--- src/hdl/tgpd_pkg.sv ---
package tgpd_pkg;

  // joint slots: four legs times three joints
  localparam int unsigned NumSlots = 12;
  localparam int unsigned SlotW    = 4;

  typedef enum logic [1:0] {
    OP_SAMPLE = 2'd0,
    OP_TICK   = 2'd1,
    OP_CLEAR  = 2'd2
  } op_e;

  typedef enum logic [1:0] {
    JOINT_ABD  = 2'd0,
    JOINT_HIP  = 2'd1,
    JOINT_KNEE = 2'd2
  } joint_e;

  typedef enum logic [2:0] {
    CFG_GAIT_MODE    = 3'd0,
    CFG_KP_ABD       = 3'd1,
    CFG_KP_HIP       = 3'd2,
    CFG_KP_KNEE      = 3'd3,
    CFG_KD_ABD       = 3'd4,
    CFG_KD_HIP       = 3'd5,
    CFG_KD_KNEE      = 3'd6,
    CFG_TORQUE_LIMIT = 3'd7
  } cfg_idx_e;

  // gait and velocity constants
  localparam logic [15:0]        PHASE_STEP     = 16'd524;
  localparam logic [7:0]         VEL_SCALE      = 8'd250;
  localparam logic signed [11:0] HIP_AMP        = 12'sd614;
  localparam logic [10:0]        HIP_SPAN       = 11'd1229;
  localparam logic [26:0]        HIP_ROUND      = 27'd16384;
  localparam logic signed [23:0] HIP_STANCE_VEL = -24'sd2458;
  localparam logic signed [23:0] VEL_MAX        = 24'sh7FFFFF;
  localparam logic signed [23:0] VEL_MIN        = -24'sh800000;
  localparam logic signed [42:0] TORQUE_ROUND   = 43'sd2048;

  // register reset values
  localparam logic        GAIT_MODE_RST    = 1'b0;
  localparam logic [15:0] KP_RST           = 16'd768;
  localparam logic [15:0] KD_ABD_RST       = 16'd256;
  localparam logic [15:0] KD_LEG_RST       = 16'd51;
  localparam logic [14:0] TORQUE_LIMIT_RST = 15'd3840;

  typedef logic [9:0] lift_t;

  // quarter wave of the knee lift, 910 * sin(pi*i/32)
  localparam lift_t LIFT_TABLE [17] = '{
    10'd0,   10'd89,  10'd178, 10'd264, 10'd348, 10'd429, 10'd506, 10'd577, 10'd643,
    10'd703, 10'd757, 10'd803, 10'd841, 10'd871, 10'd893, 10'd906, 10'd910
  };

  // half wave lookup, mirrored around the peak
  function automatic lift_t lift_at(input logic [5:0] i);
    logic [4:0] k;
    k = (i <= 6'd16) ? i[4:0] : 5'(6'd32 - i);
    return LIFT_TABLE[k];
  endfunction

endpackage

--- src/hdl/tgpd_if.sv ---
// joint sample / gait command channel
interface tgpd_in_if;
  logic               valid;
  logic               ready;
  logic [1:0]         operation;
  logic [1:0]         leg;
  logic [1:0]         joint;
  logic signed [15:0] angle;
  logic               angle_valid;

  modport source (output valid, operation, leg, joint, angle, angle_valid, input ready);
  modport sink   (input valid, operation, leg, joint, angle, angle_valid, output ready);
endinterface

// torque result channel
interface tgpd_out_if;
  logic               valid;
  logic               ready;
  logic signed [15:0] torque;
  logic [1:0]         torque_leg;
  logic [1:0]         torque_joint;
  logic               in_stance;

  modport source (output valid, torque, torque_leg, torque_joint, in_stance, input ready);
  modport sink   (input valid, torque, torque_leg, torque_joint, in_stance, output ready);
endinterface

--- src/hdl/tgpd_target.sv ---
module tgpd_target import tgpd_pkg::*; (
  input  logic               trot_i,
  input  logic               stance_i,
  input  logic [1:0]         joint_i,
  input  logic [14:0]        s_i,
  output logic signed [15:0] q_des_o,
  output logic signed [23:0] qd_des_o
);

  logic [26:0]        hip_prod;
  logic [11:0]        hip_sweep;
  logic signed [11:0] hip_tgt;
  logic [5:0]         idx;
  lift_t              lift_a;
  lift_t              lift_b;
  logic signed [10:0] lift_diff;
  logic signed [20:0] lift_prod;
  logic signed [10:0] lift_step;
  logic signed [11:0] lift_val;

  // linear hip sweep with rounding
  assign hip_prod  = 27'(s_i) * 27'(HIP_SPAN) + HIP_ROUND;
  assign hip_sweep = hip_prod[26:15];
  assign hip_tgt   = HIP_AMP - $signed(hip_sweep);

  // knee lift, table interpolation truncated toward zero
  assign idx       = {1'b0, s_i[14:10]};
  assign lift_a    = lift_at(idx);
  assign lift_b    = lift_at(idx + 6'd1);
  assign lift_diff = $signed({1'b0, lift_b}) - $signed({1'b0, lift_a});
  assign lift_prod = lift_diff * $signed({1'b0, s_i[9:0]});
  assign lift_step = lift_prod[20] ? 11'((lift_prod + 21'sd1023) >>> 10)
                                   : 11'(lift_prod >>> 10);
  assign lift_val  = $signed({2'b00, lift_a}) + 12'(lift_step);

  // target selection per joint and gait phase
  always_comb begin
    q_des_o  = '0;
    qd_des_o = '0;
    if (trot_i) begin
      if (joint_i == JOINT_HIP) begin
        q_des_o  = 16'(hip_tgt);
        qd_des_o = stance_i ? HIP_STANCE_VEL : '0;
      end else if (joint_i == JOINT_KNEE && !stance_i) begin
        q_des_o  = -16'(lift_val);
      end
    end
  end

endmodule

--- src/hdl/trot_gait_joint_pd_controller_top.sv ---
// channel   dir  payload                                         request
// in_i      in   operation, leg, joint, angle, angle_valid       sample, tick or phase clear
// out_o     out  torque, torque_leg, torque_joint, in_stance     one per joint sample
// cfg       in   cfg_we_i, cfg_idx_i, cfg_data_i                 register write
//
// five register stages: input, state update, targets, products, result
// one request per cycle unless the output stalls
// ticks and phase clears update the phase; they and ignored requests leave no result
// reset clears phase, joint stores and stage valid flags, and config to its defaults
// each stage holds while the next is full, bubbles close up, so input stays
// ready while a finished torque waits at the output, until the stages fill
module trot_gait_joint_pd_controller_top import tgpd_pkg::*; (
  input  logic        clk_i,
  input  logic        rst_ni,
  tgpd_in_if.sink     in_i,
  tgpd_out_if.source  out_o,
  input  logic        cfg_we_i,
  input  logic [2:0]  cfg_idx_i,
  input  logic [15:0] cfg_data_i
);

  // configuration
  logic        gait_mode_q;
  logic [15:0] kp_abd_q, kp_hip_q, kp_knee_q;
  logic [15:0] kd_abd_q, kd_hip_q, kd_knee_q;
  logic [14:0] torque_limit_q;

  // state
  logic [15:0]        phase_q;
  logic signed [15:0] angle_q [NumSlots];
  logic signed [23:0] vel_q   [NumSlots];

  // stage 1: input register
  logic               vld1_q;
  logic [1:0]         op1_q, leg1_q, joint1_q;
  logic signed [15:0] angle1_q;
  logic               avld1_q;

  // stage 2
  logic               vld2_q;
  logic [1:0]         leg2_q, joint2_q;
  logic signed [15:0] q2_q;
  logic signed [23:0] qd2_q;
  logic [14:0]        s2_q;
  logic               stance2_q, trot2_q;

  // stage 3
  logic               vld3_q;
  logic [1:0]         leg3_q, joint3_q;
  logic signed [15:0] q3_q, q_des3_q;
  logic signed [23:0] qd3_q, qd_des3_q;
  logic               stance3_q;

  // stage 4
  logic               vld4_q;
  logic [1:0]         leg4_q, joint4_q;
  logic signed [33:0] pkp4_q;
  logic signed [41:0] pkd4_q;
  logic               stance4_q;

  // result register
  logic               out_vld_q;
  logic signed [15:0] torque_q;
  logic [1:0]         leg5_q, joint5_q;
  logic               stance5_q;

  logic rdy2, rdy3, rdy4, rdy5, mv1;

  // stage advance: a stage takes new data when empty or emptying
  assign rdy5 = !out_vld_q || out_o.ready;
  assign rdy4 = !vld4_q || rdy5;
  assign rdy3 = !vld3_q || rdy4;
  assign rdy2 = !vld2_q || rdy3;
  assign in_i.ready = !vld1_q || rdy2;
  assign mv1 = vld1_q && rdy2;

  // configuration writes
  always_ff @(posedge clk_i or negedge rst_ni) begin
    if (!rst_ni) begin
      gait_mode_q    <= GAIT_MODE_RST;
      kp_abd_q       <= KP_RST;
      kp_hip_q       <= KP_RST;
      kp_knee_q      <= KP_RST;
      kd_abd_q       <= KD_ABD_RST;
      kd_hip_q       <= KD_LEG_RST;
      kd_knee_q      <= KD_LEG_RST;
      torque_limit_q <= TORQUE_LIMIT_RST;
    end else if (cfg_we_i) begin
      case (cfg_idx_e'(cfg_idx_i))
        CFG_GAIT_MODE:    gait_mode_q    <= cfg_data_i[0];
        CFG_KP_ABD:       kp_abd_q       <= cfg_data_i;
        CFG_KP_HIP:       kp_hip_q       <= cfg_data_i;
        CFG_KP_KNEE:      kp_knee_q      <= cfg_data_i;
        CFG_KD_ABD:       kd_abd_q       <= cfg_data_i;
        CFG_KD_HIP:       kd_hip_q       <= cfg_data_i;
        CFG_KD_KNEE:      kd_knee_q      <= cfg_data_i;
        CFG_TORQUE_LIMIT: torque_limit_q <= cfg_data_i[14:0];
        default: ;
      endcase
    end
  end

  // stage 1: input register
  always_ff @(posedge clk_i or negedge rst_ni) begin
    if (!rst_ni) begin
      vld1_q <= 1'b0;
    end else if (in_i.ready) begin
      vld1_q <= in_i.valid;
    end
  end

  always_ff @(posedge clk_i) begin
    if (in_i.ready && in_i.valid) begin
      op1_q    <= in_i.operation;
      leg1_q   <= in_i.leg;
      joint1_q <= in_i.joint;
      angle1_q <= in_i.angle;
      avld1_q  <= in_i.angle_valid;
    end
  end

  // stage 2: joint store read, velocity estimate, leg phase
  logic               is_sample;
  logic [SlotW-1:0]   slot;
  logic signed [15:0] cur_angle;
  logic signed [23:0] cur_vel;
  logic signed [16:0] ang_diff;
  logic signed [24:0] vel_raw;
  logic signed [23:0] vel_sat;
  logic [15:0]        limb_phase;
  logic               stance;

  assign is_sample = (op1_q == OP_SAMPLE) &&
                     (joint1_q inside {JOINT_ABD, JOINT_HIP, JOINT_KNEE});
  assign slot      = SlotW'({leg1_q, 1'b0}) + SlotW'(leg1_q) + SlotW'(joint1_q);
  assign cur_angle = angle_q[slot];
  assign cur_vel   = vel_q[slot];
  assign ang_diff  = 17'(angle1_q) - 17'(cur_angle);
  assign vel_raw   = 25'(ang_diff) * $signed(25'(VEL_SCALE));

  // saturate to the 24-bit velocity range
  always_comb begin
    if (vel_raw[24] != vel_raw[23]) begin
      vel_sat = vel_raw[24] ? VEL_MIN : VEL_MAX;
    end else begin
      vel_sat = vel_raw[23:0];
    end
  end

  // legs 1 and 2 run half a cycle apart from the other diagonal
  assign limb_phase = phase_q + ((leg1_q == 2'd1 || leg1_q == 2'd2) ? 16'h8000 : 16'h0000);
  assign stance     = gait_mode_q && !limb_phase[15];

  // gait phase
  always_ff @(posedge clk_i or negedge rst_ni) begin
    if (!rst_ni) begin
      phase_q <= '0;
    end else if (mv1 && op1_q == OP_TICK) begin
      phase_q <= phase_q + PHASE_STEP;
    end else if (mv1 && op1_q == OP_CLEAR) begin
      phase_q <= '0;
    end
  end

  // joint angle and velocity stores
  always_ff @(posedge clk_i or negedge rst_ni) begin
    if (!rst_ni) begin
      for (int i = 0; i < NumSlots; i++) begin
        angle_q[i] <= '0;
        vel_q[i]   <= '0;
      end
    end else if (mv1 && is_sample && avld1_q) begin
      angle_q[slot] <= angle1_q;
      vel_q[slot]   <= vel_sat;
    end
  end

  always_ff @(posedge clk_i or negedge rst_ni) begin
    if (!rst_ni) begin
      vld2_q <= 1'b0;
    end else if (rdy2) begin
      vld2_q <= vld1_q && is_sample;
    end
  end

  always_ff @(posedge clk_i) begin
    if (mv1) begin
      leg2_q    <= leg1_q;
      joint2_q  <= joint1_q;
      q2_q      <= avld1_q ? angle1_q : cur_angle;
      qd2_q     <= avld1_q ? vel_sat : cur_vel;
      s2_q      <= limb_phase[14:0];
      stance2_q <= stance;
      trot2_q   <= gait_mode_q;
    end
  end

  // stage 3: desired angle and velocity
  logic signed [15:0] q_des;
  logic signed [23:0] qd_des;

  tgpd_target u_target (
    .trot_i   (trot2_q),
    .stance_i (stance2_q),
    .joint_i  (joint2_q),
    .s_i      (s2_q),
    .q_des_o  (q_des),
    .qd_des_o (qd_des)
  );

  always_ff @(posedge clk_i or negedge rst_ni) begin
    if (!rst_ni) begin
      vld3_q <= 1'b0;
    end else if (rdy3) begin
      vld3_q <= vld2_q;
    end
  end

  always_ff @(posedge clk_i) begin
    if (vld2_q && rdy3) begin
      leg3_q    <= leg2_q;
      joint3_q  <= joint2_q;
      q3_q      <= q2_q;
      qd3_q     <= qd2_q;
      q_des3_q  <= q_des;
      qd_des3_q <= qd_des;
      stance3_q <= stance2_q;
    end
  end

  // stage 4: errors times per-joint gains
  logic [15:0]        kp_sel, kd_sel;
  logic signed [16:0] err_q;
  logic signed [24:0] err_qd;

  always_comb begin
    case (joint3_q)
      JOINT_ABD: begin
        kp_sel = kp_abd_q;
        kd_sel = kd_abd_q;
      end
      JOINT_HIP: begin
        kp_sel = kp_hip_q;
        kd_sel = kd_hip_q;
      end
      default: begin
        kp_sel = kp_knee_q;
        kd_sel = kd_knee_q;
      end
    endcase
  end

  assign err_q  = 17'(q_des3_q) - 17'(q3_q);
  assign err_qd = 25'(qd_des3_q) - 25'(qd3_q);

  always_ff @(posedge clk_i or negedge rst_ni) begin
    if (!rst_ni) begin
      vld4_q <= 1'b0;
    end else if (rdy4) begin
      vld4_q <= vld3_q;
    end
  end

  always_ff @(posedge clk_i) begin
    if (vld3_q && rdy4) begin
      leg4_q    <= leg3_q;
      joint4_q  <= joint3_q;
      pkp4_q    <= 34'($signed({1'b0, kp_sel})) * 34'(err_q);
      pkd4_q    <= 42'($signed({1'b0, kd_sel})) * 42'(err_qd);
      stance4_q <= stance3_q;
    end
  end

  // stage 5: sum, round to Q8.8, clamp
  logic signed [42:0] torque_sum;
  logic signed [30:0] torque_full;
  logic signed [30:0] lim_pos;
  logic signed [30:0] lim_neg;
  logic signed [30:0] torque_clamp;

  assign torque_sum  = 43'(pkp4_q) + 43'(pkd4_q) + TORQUE_ROUND;
  assign torque_full = torque_sum[42:12];
  assign lim_pos     = $signed(31'(torque_limit_q));
  assign lim_neg     = -lim_pos;

  always_comb begin
    if (torque_full > lim_pos) begin
      torque_clamp = lim_pos;
    end else if (torque_full < lim_neg) begin
      torque_clamp = lim_neg;
    end else begin
      torque_clamp = torque_full;
    end
  end

  always_ff @(posedge clk_i or negedge rst_ni) begin
    if (!rst_ni) begin
      out_vld_q <= 1'b0;
    end else if (rdy5) begin
      out_vld_q <= vld4_q;
    end
  end

  always_ff @(posedge clk_i) begin
    if (vld4_q && rdy5) begin
      torque_q  <= torque_clamp[15:0];
      leg5_q    <= leg4_q;
      joint5_q  <= joint4_q;
      stance5_q <= stance4_q;
    end
  end

  assign out_o.valid        = out_vld_q;
  assign out_o.torque       = torque_q;
  assign out_o.torque_leg   = leg5_q;
  assign out_o.torque_joint = joint5_q;
  assign out_o.in_stance    = stance5_q;

  // checks
  a_phase_tick: assert property (@(posedge clk_i) disable iff (!rst_ni)
    (mv1 && op1_q == OP_TICK) |=> (phase_q == $past(phase_q) + PHASE_STEP))
    else $error("phase did not advance on tick");

  a_phase_clear: assert property (@(posedge clk_i) disable iff (!rst_ni)
    (mv1 && op1_q == OP_CLEAR) |=> (phase_q == '0))
    else $error("phase not cleared");

  a_no_result_drop: assert property (@(posedge clk_i) disable iff (!rst_ni)
    (mv1 && !is_sample) |=> !vld2_q)
    else $error("non-sample request produced a result");

  a_stage4_hold: assert property (@(posedge clk_i) disable iff (!rst_ni)
    (vld4_q && !rdy4) |=> vld4_q)
    else $error("stalled product stage lost its request");

endmodule
--- src/flat_wrapper.sv ---
// flat-port wrapper written by rule: the top's interface ports become plain ports
module trot_gait_joint_pd_controller_top_flat import tgpd_pkg::*;
  (clk_i, rst_ni, cfg_we_i, cfg_idx_i, cfg_data_i, in_i_valid, in_i_operation, in_i_leg, in_i_joint, in_i_angle, in_i_angle_valid, in_i_ready, out_o_valid, out_o_torque, out_o_torque_leg, out_o_torque_joint, out_o_in_stance, out_o_ready);
  tgpd_in_if in_i_i ();
  tgpd_out_if out_o_i ();
  input  logic clk_i;
  input  logic rst_ni;
  input  logic cfg_we_i;
  input  logic [2:0] cfg_idx_i;
  input  logic [15:0] cfg_data_i;
  input wire logic [$bits(in_i_i.valid)-1:0] in_i_valid;
  input wire logic [$bits(in_i_i.operation)-1:0] in_i_operation;
  input wire logic [$bits(in_i_i.leg)-1:0] in_i_leg;
  input wire logic [$bits(in_i_i.joint)-1:0] in_i_joint;
  input wire logic [$bits(in_i_i.angle)-1:0] in_i_angle;
  input wire logic [$bits(in_i_i.angle_valid)-1:0] in_i_angle_valid;
  output wire logic [$bits(in_i_i.ready)-1:0] in_i_ready;
  output wire logic [$bits(out_o_i.valid)-1:0] out_o_valid;
  output wire logic [$bits(out_o_i.torque)-1:0] out_o_torque;
  output wire logic [$bits(out_o_i.torque_leg)-1:0] out_o_torque_leg;
  output wire logic [$bits(out_o_i.torque_joint)-1:0] out_o_torque_joint;
  output wire logic [$bits(out_o_i.in_stance)-1:0] out_o_in_stance;
  input wire logic [$bits(out_o_i.ready)-1:0] out_o_ready;
  assign in_i_i.valid = in_i_valid;
  assign in_i_i.operation = in_i_operation;
  assign in_i_i.leg = in_i_leg;
  assign in_i_i.joint = in_i_joint;
  assign in_i_i.angle = in_i_angle;
  assign in_i_i.angle_valid = in_i_angle_valid;
  assign in_i_ready = in_i_i.ready;
  assign out_o_valid = out_o_i.valid;
  assign out_o_torque = out_o_i.torque;
  assign out_o_torque_leg = out_o_i.torque_leg;
  assign out_o_torque_joint = out_o_i.torque_joint;
  assign out_o_in_stance = out_o_i.in_stance;
  assign out_o_i.ready = out_o_ready;
  trot_gait_joint_pd_controller_top u_core (.clk_i(clk_i), .rst_ni(rst_ni), .in_i(in_i_i), .out_o(out_o_i), .cfg_we_i(cfg_we_i), .cfg_idx_i(cfg_idx_i), .cfg_data_i(cfg_data_i));
endmodule
--- config.mk ---
export PLATFORM = sky130hd
export DESIGN_NAME = trot_gait_joint_pd_controller_top_flat
export DESIGN_NICKNAME = d
export VERILOG_FILES = /design/src/hdl/tgpd_pkg.sv /design/src/hdl/tgpd_if.sv /design/src/hdl/tgpd_target.sv /design/src/hdl/trot_gait_joint_pd_controller_top.sv /design/src/flat_wrapper.sv
export SDC_FILE = /design/constraint.sdc
export NUM_CORES = 2
export LEC_CHECK = 0
export BUFFER_PORTS_ARGS = -buffer_cell sky130_fd_sc_hd__clkbuf_2
export CORE_MARGIN = 2
export CORE_UTILIZATION = 50
export CTS_CLUSTER_DIAMETER = 60
export DETAILED_ROUTE_END_ITERATION = 10
export MAX_ROUTING_LAYER = met4
export PLACE_DENSITY_LB_ADDON = 0.05
export SLEW_MARGIN = 20
export SYNTH_ARGS = -nofsm -noshare
export SYNTH_HDL_FRONTEND = slang
export SYNTH_SLANG_ARGS = --single-unit
--- constraint.sdc ---
create_clock -name clk_i -period 17.4 [get_ports clk_i]
set_input_delay 0.87 -clock clk_i [delete_from_list [all_inputs] [get_ports clk_i]]
set_output_delay 0.87 -clock clk_i [all_outputs]
set_load 0.02 [all_outputs]
==> out/qor.log <==
INFO  clocking       cts_max_path_buffers=3
INFO  synthesis      yosys_most_used_dff=dfrtp_1
INFO  clocking       numCtsBuffers=96
INFO  synthesis      cell_count_after_synthesis=7775
INFO  sta            hold_viol=0
INFO  sta            slew-limit-headroom=20.3%
INFO  critical_path  timing.reg2reg.setup_slack=3.33ns
INFO  job            drv_cap=0
INFO  cells_and_area area_delta_synth_final=7.81%
INFO  critical_path  timing_worst_setup_path_type=reg2reg
INFO  clocking       postCtsSetupBuffers=0
INFO  critical_path  cpPeakStageDelay=0.90ns
INFO  floorplan      num_rows=144
INFO  critical_path  critPathRequiredTime=17.87ns
INFO  hold_path      worstHoldPathType=in2async
INFO  sta            report.final.setup_viol=0
INFO  critical_path  endpoint=u_core.q_des3_q[11]$_SDFFCE_PN0P_
INFO  placement      place.port_buffers=69
INFO  cells_and_area fillCellCount=13911
INFO  placement      globalplace.congestion=0.910
INFO  synthesis      synth_simple_gate_area_share=11.6%
INFO  sta            max_slew.worst_pin.slew=1.20ns
INFO  critical_path  crit-reg2reg-capture=u_core.q_des3_q[11]$_SDFFCE_PN0P_
INFO  synthesis      synth_common_cells=inv_1, nand2_1, fa_1, ha_1, dfrtp_1
INFO  critical_path  worst_ep_arrival_time=14.54ns
INFO  sta            grt_setup_unrepaired=false
INFO  clocking       cts_resized=0
INFO  detailed_routing route.detailed.drc=0
INFO  clocking       ctsHoldBuffers=0
INFO  clocking       clk_pin_slew=0.06ns
INFO  grt            first_global_vias=56671
INFO  sta            share_of_the_clock_period_used_by_the_worst_path=80.8%
INFO  synthesis      ys.warnings.count=0
INFO  floorplan      core_area=154000squm
INFO  grt            grt_first_pass_wirelength=331000microns
INFO  synthesis      postSynthAreaPerCell=9.92squm
INFO  synthesis      yosys.cell_types.count=102
INFO  sta            period_minus_slack=14.07ns
INFO  clocking       clock_latency_on_the_worst_skew_pair=0.74ns
INFO  grt            grt_max_degree=165
INFO  detailed_routing routed_wire_length_per_instance=21.3microns
INFO  cells_and_area final_core_util=54.1%
INFO  critical_path  critPathMaxFanout=23
INFO  synthesis      synthXorXnorAreaFrac=2.85%
INFO  clocking       cts_num_sinks=857
INFO  cells_and_area drive_gt1_share=9.45%
INFO  critical_path  critical_path_s_slowest_cell=edfxtp_1
INFO  detailed_routing drt_pre_antenna_iters=5
INFO  sta            skew=0.0670ns
INFO  critical_path  rr_startpoint=u_core.s2_q[10]$_DFFE_PP_
INFO  critical_path  cp-end-kind=flop
INFO  critical_path  cp_common_cell=inv_1
INFO  grt            grt.total_usage=28.1%
INFO  sta            maxSlewViolCount=0
INFO  grt            grt.overflow.total=0
INFO  synthesis      netlist_area=77100squm
INFO  status         outcome=completed
INFO  sta            achievable-frequency=0.0711GHz
INFO  detailed_routing wl=209000microns
INFO  detailed_routing post_drt_antenna_nets=0
INFO  critical_path  worst_setup_path_start_kind=flop
INFO  critical_path  worst-r2r-cell-count=56
INFO  sta            finalHoldWorstSlack=0.144ns
INFO  synthesis      synth.yosys.seq_area_share=29.4%
INFO  synthesis      async_reset_ff_share=71.3%
INFO  cells_and_area num-nets-final=9211
INFO  synthesis      synth_adder_area_share=31.3%
INFO  clocking       cts_root_buffer=clkbuf_16
INFO  grt            grt_antenna_before_repair=15
INFO  floorplan      floorplan.die.width=397microns
INFO  synthesis      yosys-top-cells-area=fa_1, dfrtp_1, ha_1, edfxtp_1, inv_1
INFO  detailed_routing vias_per_cell=5.58
INFO  floorplan      initial_core_util=50.2%
INFO  floorplan      die-height=397microns
INFO  clocking       total_number_of_h_tree_levels=3
INFO  detailed_routing via_count=54901
INFO  synthesis      synthMostInstantiatedCell=inv_1
INFO  synthesis      post-synth-top-area-fraction=20.8%
INFO  clocking       tritoncts=done
INFO  floorplan      pin_count=70
INFO  floorplan      die_area=157000squm
INFO  critical_path  timing.critical_path.from=u_core.s2_q[10]$_DFFE_PP_
INFO  synthesis      postSynthRegisterBits=857
INFO  synthesis      synth_compound_area_share=10.9%
INFO  detailed_routing drt-initial-drc-count=3505
INFO  sta            finalSetupTns=0ns
INFO  synthesis      muxShareOfSynthArea=6.70%
INFO  synthesis      synth_top_family_by_area=adder cells
INFO  synthesis      synth_edf_count=246
INFO  placement      dpl.hpwl=157000microns
INFO  synthesis      post-synth-top-area-cell=fa_1
## through the flow
| step | cells | cell area [sq um] | setup slack (ns) |
|---|---|---|---|
| 2_1_floorplan | 7808 | 77300 | 5.19 |
| 3_3_place_gp | 9660 | 79800 | 3.64 |
| 3_5_place_dp | 9660 | 79800 | 3.30 |
| 4_1_cts | 9836 | 83100 | 3.23 |
| 5_1_grt | 9839 | 83100 | 2.06 |
| 6_report | 9843 | 83200 | 3.33 |
## layout by cell type, fill, tap and decap left out, drive strengths merged, types with 30 or more instances in the layout
master / n
nand2b: 49
o21a: 51
mux4: 120
fa: 802
nor2: 478
nand2: 1004
and2: 107
dfrtp: 592
conb: 35
nor4: 31
nor2b: 62
mux2i: 70
buf: 114
nand3: 74
ha: 648
edfxtp: 246
a31oi: 43
mux2: 157
clkbuf: 212
o21ai: 577
a211oi: 45
inv: 1107
o211ai: 30
xnor2: 174
nor3: 92
xor2: 77
a21oi: 272
a21o: 87
## final cells by class
cell class	instances	area (sq um)	share of cell area, %
Multi-Input combinational cell	5480	49300	59.2
Sequential cell	857	22700	27.3
Inverter	1097	4120	4.95
Clock buffer	144	2880	3.46
Tap cell	2044	2560	3.08
Timing Repair Buffer	182	1240	1.49
Clock inverter	32	390	0.469
Antenna cell	7	17.5	0.0211
## state kept, by name, summed over array words and instances, names as in the netlist, 13 cells and up
| name | count |
|---|---|
| u_core.qd2_q | 24 |
| u_core.torque_limit_q | 15 |
| u_core.kd_abd_q | 16 |
| u_core.kp_knee_q | 16 |
| u_core.pkp4_q | 34 |
| u_core.kp_hip_q | 16 |
| u_core.kd_knee_q | 16 |
| u_core.qd3_q | 24 |
| u_core.q_des3_q | 16 |
| u_core.angle1_q | 16 |
| u_core.phase_q | 14 |
| u_core.angle_q | 192 |
| u_core.kd_hip_q | 16 |
| u_core.s2_q | 13 |
| u_core.pkd4_q | 42 |
| u_core.kp_abd_q | 16 |
| u_core.vel_q | 288 |
| u_core.q2_q | 16 |
| u_core.out_o.torque | 16 |
| u_core.q3_q | 16 |
## kinds of logic (layout without fill, tap and decap cells)
| family | after synthesis | count (layout) |
|---|---|---|
| xor+xnor | 251 | 251 |
| buf+inv | 1471 | 1455 |
| compound gates | 1361 | 1361 |
| fa+ha+maj | 1451 | 1451 |
| mux | 347 | 347 |
| flops | 857 | 857 |
| other cells | 2 | 42 |
| simple gates | 2035 | 2035 |
## per-layer routing
layer / vias up / GRT usage [%] / share of wire, %
li1: 25619 / - / -
met1: 27650 / 37.4 / 44
met2: 1335 / 45.4 / 48
met3: 297 / 3.41 / 4.8
met4: 0 / 8.03 / 3.1
met5: - / - / 0
## critical path, delay by kind of cell (launching register included)
| kind | cells | cell delay [ns] |
|---|---|---|
| adder cells (fa/ha/maj) | 12 | 4.53 |
| AO/OA/AOI/OAI | 22 | 4.17 |
| AND/OR/NAND/NOR | 11 | 1.83 |
| flip-flops | 1 | 0.90 |
| XOR/XNOR | 2 | 1.32 |
| buffers and inverters | 9 | 1.04 |
## worst min path at each step
stage,slack (ns),to,from,cells past startpoint
final,0.14,u_core.torque_limit_q[2]$_DFFE_PN0P_,rst_ni,1
after global routing,0.19,u_core.torque_limit_q[2]$_DFFE_PN0P_,rst_ni,1
after CTS,0.23,u_core.torque_limit_q[0]$_DFFE_PN0P_,rst_ni,1
after detailed placement,0.40,u_core.q3_q[13]$_DFFE_PP_,u_core.q2_q[13]$_DFFE_PP_,0
after global placement,0.40,u_core.out_o.in_stance$_DFFE_PP_,u_core.stance4_q$_DFFE_PP_,0
after floorplan,0.40,u_core.leg3_q[0]$_DFFE_PP_,u_core.leg2_q[0]$_DFFE_PP_,0
Power is left out: the tool's default activity adds up to more than one toggle a clock period on the data nets, which glitch-free logic cannot reach.
